===== config.mk =====
export PLATFORM = sky130hd
export DESIGN_NAME = bpfl_ctrl
export DESIGN_NICKNAME = d
export VERILOG_FILES = /design/src/hw/rtl/bpfl_pkg.sv /design/src/hw/rtl/bpfl_ctrl.sv
export SDC_FILE = /design/constraint.sdc
export NUM_CORES = 1
export LEC_CHECK = 0
export ABC_AREA = 1
export BUFFER_PORTS_ARGS = -buffer_cell sky130_fd_sc_hd__buf_2
export CAP_MARGIN = 20
export CORE_AREA = 4 4 41 43
export CTS_BUF_LIST = sky130_fd_sc_hd__clkbuf_2 sky130_fd_sc_hd__clkbuf_4 sky130_fd_sc_hd__clkbuf_8
export DETAILED_ROUTE_END_ITERATION = 10
export DIE_AREA = 0 0 45 47
export SLEW_MARGIN = 20
export SYNTH_ARGS = -nofsm -noshare
export SYNTH_HDL_FRONTEND = slang
export SYNTH_SLANG_ARGS = --single-unit

===== constraint.sdc =====
create_clock -name clk -period 2.22 [get_ports clk]
set_clock_uncertainty 0.1 [all_clocks]
set_input_delay 0.222 -clock clk [delete_from_list [all_inputs] [get_ports clk]]
set_output_delay 0.222 -clock clk [all_outputs]
set_load 0.01 [all_outputs]

===== src/hw/rtl/bpfl_pkg.sv =====
// bpfl_pkg: shared sizes, codes and payload types of the block pool allocator.
// Used by bpfl_ctrl, bpfl_dp and block_pool_free_list_allocator; depends on nothing.
package bpfl_pkg;

  // pool geometry
  localparam int MAX_BLOCKS    = 16;
  localparam int MAX_PER_BLOCK = 64;
  localparam int BLK_W   = $clog2(MAX_BLOCKS);
  localparam int NODE_W  = $clog2(MAX_PER_BLOCK);
  localparam int SLOT_W  = BLK_W + NODE_W;
  localparam int CNT_W   = $clog2(MAX_PER_BLOCK + 1);
  localparam int DEPTH_W = $clog2(MAX_BLOCKS + 1);
  localparam int TOTAL_SLOTS = MAX_BLOCKS * MAX_PER_BLOCK;

  // size register
  localparam int CFG_W = 7;
  localparam logic [CFG_W-1:0] OPB_RESET = CFG_W'(MAX_PER_BLOCK);

  // end-of-list mark held in the link of the last slot
  localparam logic [CNT_W-1:0] LIST_END = CNT_W'(MAX_PER_BLOCK);

  typedef enum logic {
    FN_ALLOC = 1'b0,
    FN_FREE  = 1'b1
  } func_t;

  typedef enum logic [1:0] {
    ST_OK          = 2'd0,
    ST_EXHAUSTED   = 2'd1,
    ST_DOUBLE_FREE = 2'd2,
    ST_BAD_SLOT    = 2'd3
  } status_t;

  typedef struct packed {
    func_t              func;
    logic [SLOT_W-1:0]  slot;
  } in_t;

  typedef struct packed {
    logic [SLOT_W-1:0]  granted_slot;
    status_t            status;
  } out_t;

  typedef enum logic [1:0] {
    S_IDLE,
    S_EXEC,
    S_LINK,
    S_READ
  } state_t;

  // controller -> datapath
  typedef struct packed {
    logic accept;  // latch the request beat
    logic use_in;  // address memories from the input port
    logic exec;    // finish the request
    logic link;    // link one slot of the block being activated
  } ctrl_cmd_t;

  // datapath -> controller
  typedef struct packed {
    logic need_act;   // allocate found no partial block, a new one is available
    logic link_last;  // last slot of the block is being linked
  } ctrl_sts_t;

endpackage


===== src/hw/rtl/bpfl_ctrl.sv =====
// bpfl_ctrl: sequencing state machine of the block pool allocator.
// Depends on bpfl_pkg; drives bpfl_dp through ctrl_cmd_t.
module bpfl_ctrl (
  input  logic                  clk,
  input  logic                  rst_n,
  input  logic                  start,
  output logic                  busy,
  input  bpfl_pkg::ctrl_sts_t   sts,
  output bpfl_pkg::ctrl_cmd_t   cmd
);

  bpfl_pkg::state_t state_r, state_nxt;

  // state register
  always_ff @(posedge clk) begin
    if (!rst_n) begin
      state_r <= bpfl_pkg::S_IDLE;
    end else begin
      state_r <= state_nxt;
    end
  end

  // next state and commands
  always_comb begin
    state_nxt  = state_r;
    cmd        = '0;
    busy       = 1'b1;
    unique case (state_r)
      bpfl_pkg::S_IDLE: begin
        busy       = 1'b0;
        cmd.use_in = 1'b1;
        cmd.accept = start;
        if (start) begin
          state_nxt = bpfl_pkg::S_EXEC;
        end
      end
      bpfl_pkg::S_EXEC: begin
        cmd.exec = 1'b1;
        // empty stack with blocks left: activate one, then retry
        state_nxt = sts.need_act ? bpfl_pkg::S_LINK : bpfl_pkg::S_IDLE;
      end
      bpfl_pkg::S_LINK: begin
        cmd.link = 1'b1;
        if (sts.link_last) begin
          state_nxt = bpfl_pkg::S_READ;
        end
      end
      bpfl_pkg::S_READ: begin
        // memory read of the new head slot
        state_nxt = bpfl_pkg::S_EXEC;
      end
      default: begin
        state_nxt = bpfl_pkg::S_IDLE;
      end
    endcase
  end

endmodule


======== Word level (Yosys, flattened, before mapping) ========
Index checks and enable logic that the tools add are counted.
word-level totals
  register bits after elaboration ......... 2
  word-level logic and storage cells ...... 16
  bits of input ports ..................... 5
  output and inout bits ................... 5
operators by class
  reductions and logical operators ........ 2
  mux-type cells .......................... 8
  eq/ne operators ......................... 5
operators with widths
  kind                                           number
  two-way mux 2 bit                              4
  case mux 2 bit (4 select lines)                1
  == test 2 bit, second input constant           2
  inequality test 2 bit, second input constant   2
  two-way mux 1 bit                              3
  == test 2 x 1 -> 1 bit, second input constant  1
  logical NOT 2 bit                              1
  AND reduction 2 bit                            1

======== Logic depth before layout (Yosys ltp) ========
Gate-level depths: netlist (run 1).
  word-level depth ........................ 3
  mapped depth ............................ 7
  gate-level depth less buffers ........... 7

======== Worst setup path before layout (run 1) ========
OpenSTA, ideal clock, no wires.
  path kind ............................... register to register
  start ................................... register state_r[0]
  end ..................................... register state_r[1]
  setup slack ............................. 1009 ps
  buffers on the path ..................... 0
  data required time ...................... 2006 ps
  library setup time ...................... 114 ps
  data arrival time ....................... 997 ps
  clock period less this slack ............ 1211 ps
  stages on the path, launching flop included .. 7
  cell sequence ........................... dfxtp_1 > inv_1 > ha_1 > nand2_2 > nand2_2 > a21oi_1 > nor2_1
on the way
  cells in the longest elaborated chain, start to end .. 3
  elaborated cells on any way between the ends .. 8
  those cells by class .................... eq/ne (5); mux (1); reduce/logical (2)
ends and longest elaborated chain
  item                                                       line             text
  from (decl)                                                bpfl_ctrl.sv:12  bpfl_pkg::state_t state_r, state_nxt;
  from (signal assigned)                                     bpfl_ctrl.sv:17  state_r <= bpfl_pkg::S_IDLE;
  from (signal assigned)                                     bpfl_ctrl.sv:19  state_r <= state_nxt;
  == test 2 bit / logical NOT 2 bit (equally long branches)  bpfl_ctrl.sv:28  unique case (state_r)
  inequality test 2 bit (no source line)                     --
  AND reduction 2 bit (no source line)                       --
Parallel ways exist; a longest one is shown, timed or not.
A chain may end at the register's enable or synchronous reset.

==> results of run 1 <==
-- layer usage --
layer,vias up,GRT usage (%),routed length (um)
met5,-,0,0
met4,0,3.51,0
met3,0,4.60,48
met2,6,6.21,162
met1,70,4.30,149
li1,107,-,-
-- worst min-delay path: cells and delay by family --
kind          cells  cell delay, ns
buf+inv           1            0.10
simple gates      2            0.08
-- worst max-delay path by stage --
stage	startpoint	endpoint	slack [ns]
after global placement	state_r[0]	cmd[3]	1.0
after floorplan	state_r[0]	state_r[1]	1.01
after CTS	state_r[0]	cmd[3]	0.74
after detailed placement	state_r[0]	cmd[3]	0.98
after global routing	state_r[1]	cmd[3]	0.63
final	state_r[0]	cmd[3]	0.76
-- power by group through the flow --
| stage | Sequential (W) | Clock (W) | Combinational (W) |
|---|---|---|---|
| 6_report | 0.0000502 | 0.0000779 | 0.000103 |
| 5_1_grt | 0.0000520 | 0.0000900 | 0.000120 |
| 4_1_cts | 0.0000505 | 0.0000831 | 0.000105 |
| 3_5_place_dp | 0.0000509 | 0 | 0.000105 |
| 3_3_place_gp | 0.0000505 | 0 | 0.000105 |
| 2_1_floorplan | 0.0000495 | 0 | 0.0000743 |
-- cell families (layout without fill, tap and decap cells) --
| family | after synthesis | in the layout |
|---|---|---|
| simple gates | 12 | 12 |
| buf+inv | 7 | 19 |
| fa+ha+maj | 5 | 5 |
| compound gates | 2 | 2 |
| flops | 2 | 2 |
-- per-stage QoR --
| step | util (%) | cell area (um2) | hold WS [ns] |
|---|---|---|---|
| floorplan | - | 198 | 0.243 |
| global placement | 20.1 | 262 | 0.373 |
| detailed placement | 20.1 | 262 | 0.373 |
| CTS | 21.8 | 284 | 0.135 |
| global route | 21.8 | 284 | 0.154 |
| finish | 21.8 | 284 | 0.142 |
-- layout make-up --
type                    instances  area share [%]
repair buffers                  9            15.9
well taps                      15            6.61
clock buffers                   3            7.93
multi-input cells              19            46.3
inverters                       7            9.25
flip-flops and latches          2            14.1
-- layout by cell type (no fill, tap or decap), drive strengths merged --
cell | netlist | routed
nor2 | 2 | 2
clkbuf | 0 | 3
ha | 5 | 5
nand2 | 9 | 9
buf | 0 | 9
a21oi | 2 | 2
nand3 | 1 | 1
inv | 7 | 7
dfxtp | 2 | 2
==> flow_summary.json, run 1 <==
{
  "status": "finished, final reports clean",
  "synth_edf_count": 0,
  "path_class": "reg -> out",
  "h-tree-depth": 1,
  "hold_path_class": "in -> reg",
  "worstSetupStartpointType": "flop",
  "cp_common_cell": "inv_1",
  "synth_ff_type": "dfxtp_1",
  "synth_most_common_cell": "inv_1",
  "synthMuxAreaShare_pct": 0,
  "syn2layout_area_growth_pct": 43.7,
  "synth_seq_cells": 2,
  "design.portCount": 10,
  "holdPathEnd": "state_r[1]",
  "regArea_um2": 40.0,
  "period_share_pct": 65.8,
  "regToRegStartpoint": "state_r[0]",
  "crit_family": "flip-flops",
  "finalHoldViolCount": 0,
  "combPwrFrac_pct": 44.5,
  "total_power_w": 0.000231,
  "reg2reg_slack_ns": 1.00,
  "ff2ff_path_depth": 6,
  "largest_reg_flops": 2,
  "drive_gt1_share_pct": 37.5,
  "seq_area_frac_synth_pct": 20.3,
  "fin_setup_tns_ns": 0,
  "clk_pin_slew_worst_paths_ns": 0.03,
  "fillCellCount": 166,
  "p_int_w": 0.000147,
  "synth_top_family_by_area": "adder cells",
  "worst_r2r_endpoint": "state_r[1]",
  "coreArea_mm2": 0.00130,
  "min_period_ns": 1.46,
  "worst_ir_drop_vdd_v": 0.000238,
  "rsz0062_at_grt": "no",
  "switching_share_pct": 36.4,
  "switchingPower_w": 0.0000839,
  "max_stage_delay_ns": 0.36,
  "yosysWarningCount": 0,
  "die-area_mm2": 0.00212,
  "diodes": 0,
  "grt_pass1_wl_um": 614,
  "cts_setup_buffers": 0,
  "synth_commonest_cells": "7 x inv_1, 6 x nand2_1, 5 x ha_1",
  "clock_sinks": 2,
  "min_path_cells": 3,
  "finalMaxSlewViolations": 0,
  "slew_headroom_pct": 90.4,
  "synth_compound_area_share_pct": 5.06,
  "grt-ovfl-total": 0,
  "synth_xor_area_share_pct": 0,
  "dp.cells": 52,
  "p_leak_nw": 0.180,
  "crit_arrival_ns": 1.14,
  "port_buffers": 9,
  "finalWeightedCongestion": 0.602,
  "syn_area_um2": 198,
  "die_h_um": 47,
  "grt_max_degree": 5,
  "crit_chain": "inv_1, ha_1, nand2_1, inv_1, buf_2",
  "syn_inst": 28,
  "cp_num_buf_inv": 3,
  "min_from": "rst_n",
  "stdcell_count": 55,
  "cts_buffer_depth": 2,
  "viasPerCell": 3.33,
  "cp_max_fo": 4,
  "synthTopCellsByArea": "ha_1 32%, dfxtp_1 20%, inv_1 13%",
  "worstMarginPinSlew_ns": 0.144,
  "synthArstFlopShare_pct": 0,
  "dr.pass1.iters": 1,
  "drt_first_iter_violations": 0,
  "antenna_found_initial": 0,
  "largest-register": "state_r",
  "p_per_area_mw_per_mm2": 813,
  "avgSynthCellArea_um2": 7.06,
  "cts_hold_buf": 0,
  "fmax_ghz": 0.685,
  "die_width_um": 45,
  "insertion_delay_ns": 0.22,
  "yosys.area.top_type": "ha_1",
  "num_vias": 183,
  "top_regs": "state_r: 2 flops",
  "seq_power_share_pct": 21.7,
  "fp-row-count": 13,
  "ant_nets": 0,
  "ctsRootBufferMaster": "clkbuf_4",
  "initial_core_util_pct": 15.2,
  "drv_cap": 0,
  "setup_ws_ns": 0.759,
  "cp-end-kind": "output pin",
  "yosys.area_share.simple_pct": 29.7,
  "grt_usage_pct": 4.65,
  "crit_cells": 5,
  "synth_nets": 38,
  "drt_wl_total_um": 360,
  "finalNetCount": 52,
  "wl_per_cell_um": 6.55,
  "multi_input_area_um2": 131,
  "grt_pass1_vias": 165,
  "synth_fa_ha_area_share_pct": 31.6,
  "cp_slowest_cell": "dfxtp_1",
  "critPathRequiredTime_ns": 1.90,
  "cts_resized": 0,
  "remaining_drc_errors": 0,
  "place_ws_ns": 0.976,
  "finalSetupViolations": 0,
  "synth_top_area_share_pct": 31.6,
  "cts_tree": "done",
  "synth.distinct_cells": 9,
  "cts_buffers": 3,
  "clkPwrFrac_pct": 33.7
}
No activity file was read; power rests on OpenSTA's default activity.
==> inputs of run 2 (changes only) <==
- clock period: 2.22 -> 1.5 ns (I/O delays scaled with it)
==> flow_summary.json, run 2 (synthesis results as in run 1) <==
{
  "grt-ovfl-total": 0,
  "cts_buffer_depth": 2,
  "cp-end-kind": "output pin",
  "clkPwrFrac_pct": 33.4,
  "finalMaxSlewViolations": 0,
  "drt_wl_total_um": 391,
  "setup_ws_ns": 0.132,
  "dp_hpwl_um": 327,
  "place_ws_ns": 0.231,
  "period_share_pct": 91.2,
  "p_per_area_mw_per_mm2": 1220,
  "final_common_cell": "buf_2",
  "finalSetupViolations": 0,
  "cts_buffers": 3,
  "path_class": "reg -> out",
  "slew_headroom_pct": 90.1,
  "cts_tree": "done",
  "fillCellCount": 155,
  "cp_max_fo": 4,
  "grt_pass1_wl_um": 669,
  "ctsRootBufferMaster": "clkbuf_4",
  "switchingPower_w": 0.000128,
  "grt_usage_pct": 4.81,
  "insertion_delay_ns": 0.22,
  "num_vias": 183,
  "grt_pass1_vias": 174,
  "die_h_um": 47,
  "worstSetupStartpointType": "flop",
  "critPathRequiredTime_ns": 1.25,
  "die-area_mm2": 0.00212,
  "cts_setup_buffers": 0,
  "cp_slowest_cell": "dfxtp_1",
  "max_stage_delay_ns": 0.34,
  "worstMarginPinSlew_ns": 0.149,
  "top_regs": "state_r: 2 flops",
  "design.portCount": 10,
  "drt_first_iter_violations": 1,
  "clock_sinks": 2,
  "coreArea_mm2": 0.00130,
  "port_buffers": 9,
  "h-tree-depth": 1,
  "fmax_ghz": 0.731,
  "crit_arrival_ns": 1.12,
  "crit_chain": "inv_1, ha_1, nand2_1, inv_1, buf_2",
  "wl_per_cell_um": 7.11,
  "ant_nets": 0,
  "initial_core_util_pct": 15.2,
  "largest-register": "state_r",
  "switching_share_pct": 36.8,
  "grt_max_degree": 5,
  "dr.pass1.iters": 4,
  "seq_power_share_pct": 22.2,
  "min_period_ns": 1.37,
  "die_width_um": 45,
  "largest_reg_flops": 2,
  "fin_setup_tns_ns": 0,
  "status": "finished, final reports clean",
  "antenna_found_initial": 0,
  "cts_resized": 0,
  "syn2layout_area_growth_pct": 44.3,
  "cp_common_cell": "inv_1",
  "rsz0062_at_grt": "no",
  "p_leak_nw": 0.180,
  "hold_path_class": "in -> reg",
  "p_int_w": 0.000219,
  "cts_hold_buf": 0,
  "finalWeightedCongestion": 0.626,
  "clk_pin_slew_worst_paths_ns": 0.03,
  "fp-row-count": 13,
  "drive_gt1_share_pct": 40.0,
  "drv_cap": 0,
  "worst_ir_drop_vdd_v": 0.000328,
  "viasPerCell": 3.33,
  "final_cell_mix": "9 x buf_2, 7 x inv_1, 6 x nand2_1",
  "combPwrFrac_pct": 44.4,
  "finalHoldViolCount": 0,
  "finalNetCount": 52,
  "diodes": 0,
  "remaining_drc_errors": 0
}
[run 2: changes by cell type in the layout (fill, tap and decap cells not counted)]
cell     change
dfxtp_1      -1
dfxtp_2      +1
[run 2: cell type report]
| class | count | area (um2) | share of cell area [%] |
|---|---|---|---|
| Tap cell | 15 | 18.8 | 6.58 |
| Clock buffer | 3 | 22.5 | 7.89 |
| Timing Repair Buffer | 9 | 45.0 | 15.8 |
| Multi-Input combinational cell | 19 | 131 | 46.1 |
| Inverter | 7 | 26.3 | 9.21 |
| Sequential cell | 2 | 41.3 | 14.5 |
[run 2: per-layer routing]
layer	share of wire, %	wire length, um	track usage [%]
met4	0	0	3.51
met2	47	185	7.06
met5	0	0	0
met1	40	157	4.52
met3	12	47	3.83
[run 2: per-stage QoR]
| stage | utilization, % | std cells | hold slack, ns | instance area, um2 | total power [W] |
|---|---|---|---|---|---|
| after global routing | 21.9 | 55 | 0.0729 | 285 | 0.000389 |
| final | 21.9 | 55 | 0.0665 | 285 | 0.000347 |
| after floorplan | - | 28 | 0.171 | 198 | 0.000183 |
| after CTS | 21.8 | 55 | 0.0623 | 284 | 0.000359 |
| after global placement | 20.1 | 52 | 0.298 | 262 | 0.000231 |
| after detailed placement | 20.1 | 52 | 0.300 | 262 | 0.000234 |
[run 2: path summary, 6_finish.rpt]
| path | from | slack, ns | depth (start not counted) | to |
|---|---|---|---|---|
| hold reg to reg | state_r[0] | 0.44 | 2 | state_r[0] |
| setup / recovery | state_r[1] | 0.13 | 5 | cmd[3] |
| setup reg to reg | state_r[1] | 0.29 | 6 | state_r[1] |
| hold / removal | rst_n | 0.07 | 3 | state_r[0] |
[run 2: power by group through the flow]
stage	clock network, W	logic [W]	registers [W]
3_5_place_dp	0	0.000157	0.0000766
6_report	0.000116	0.000154	0.0000771
2_1_floorplan	0	0.000110	0.0000733
4_1_cts	0.000125	0.000158	0.0000758
5_1_grt	0.000129	0.000181	0.0000783
3_3_place_gp	0	0.000155	0.0000759
[run 2: worst max-delay path: cells and delay by family (launching register included)]
kind                       cells  cell delay (ns)
DFF                            1             0.34
adders and majority gates      1             0.24
and+or+nand+nor                1             0.07
buffers and inverters          3             0.24
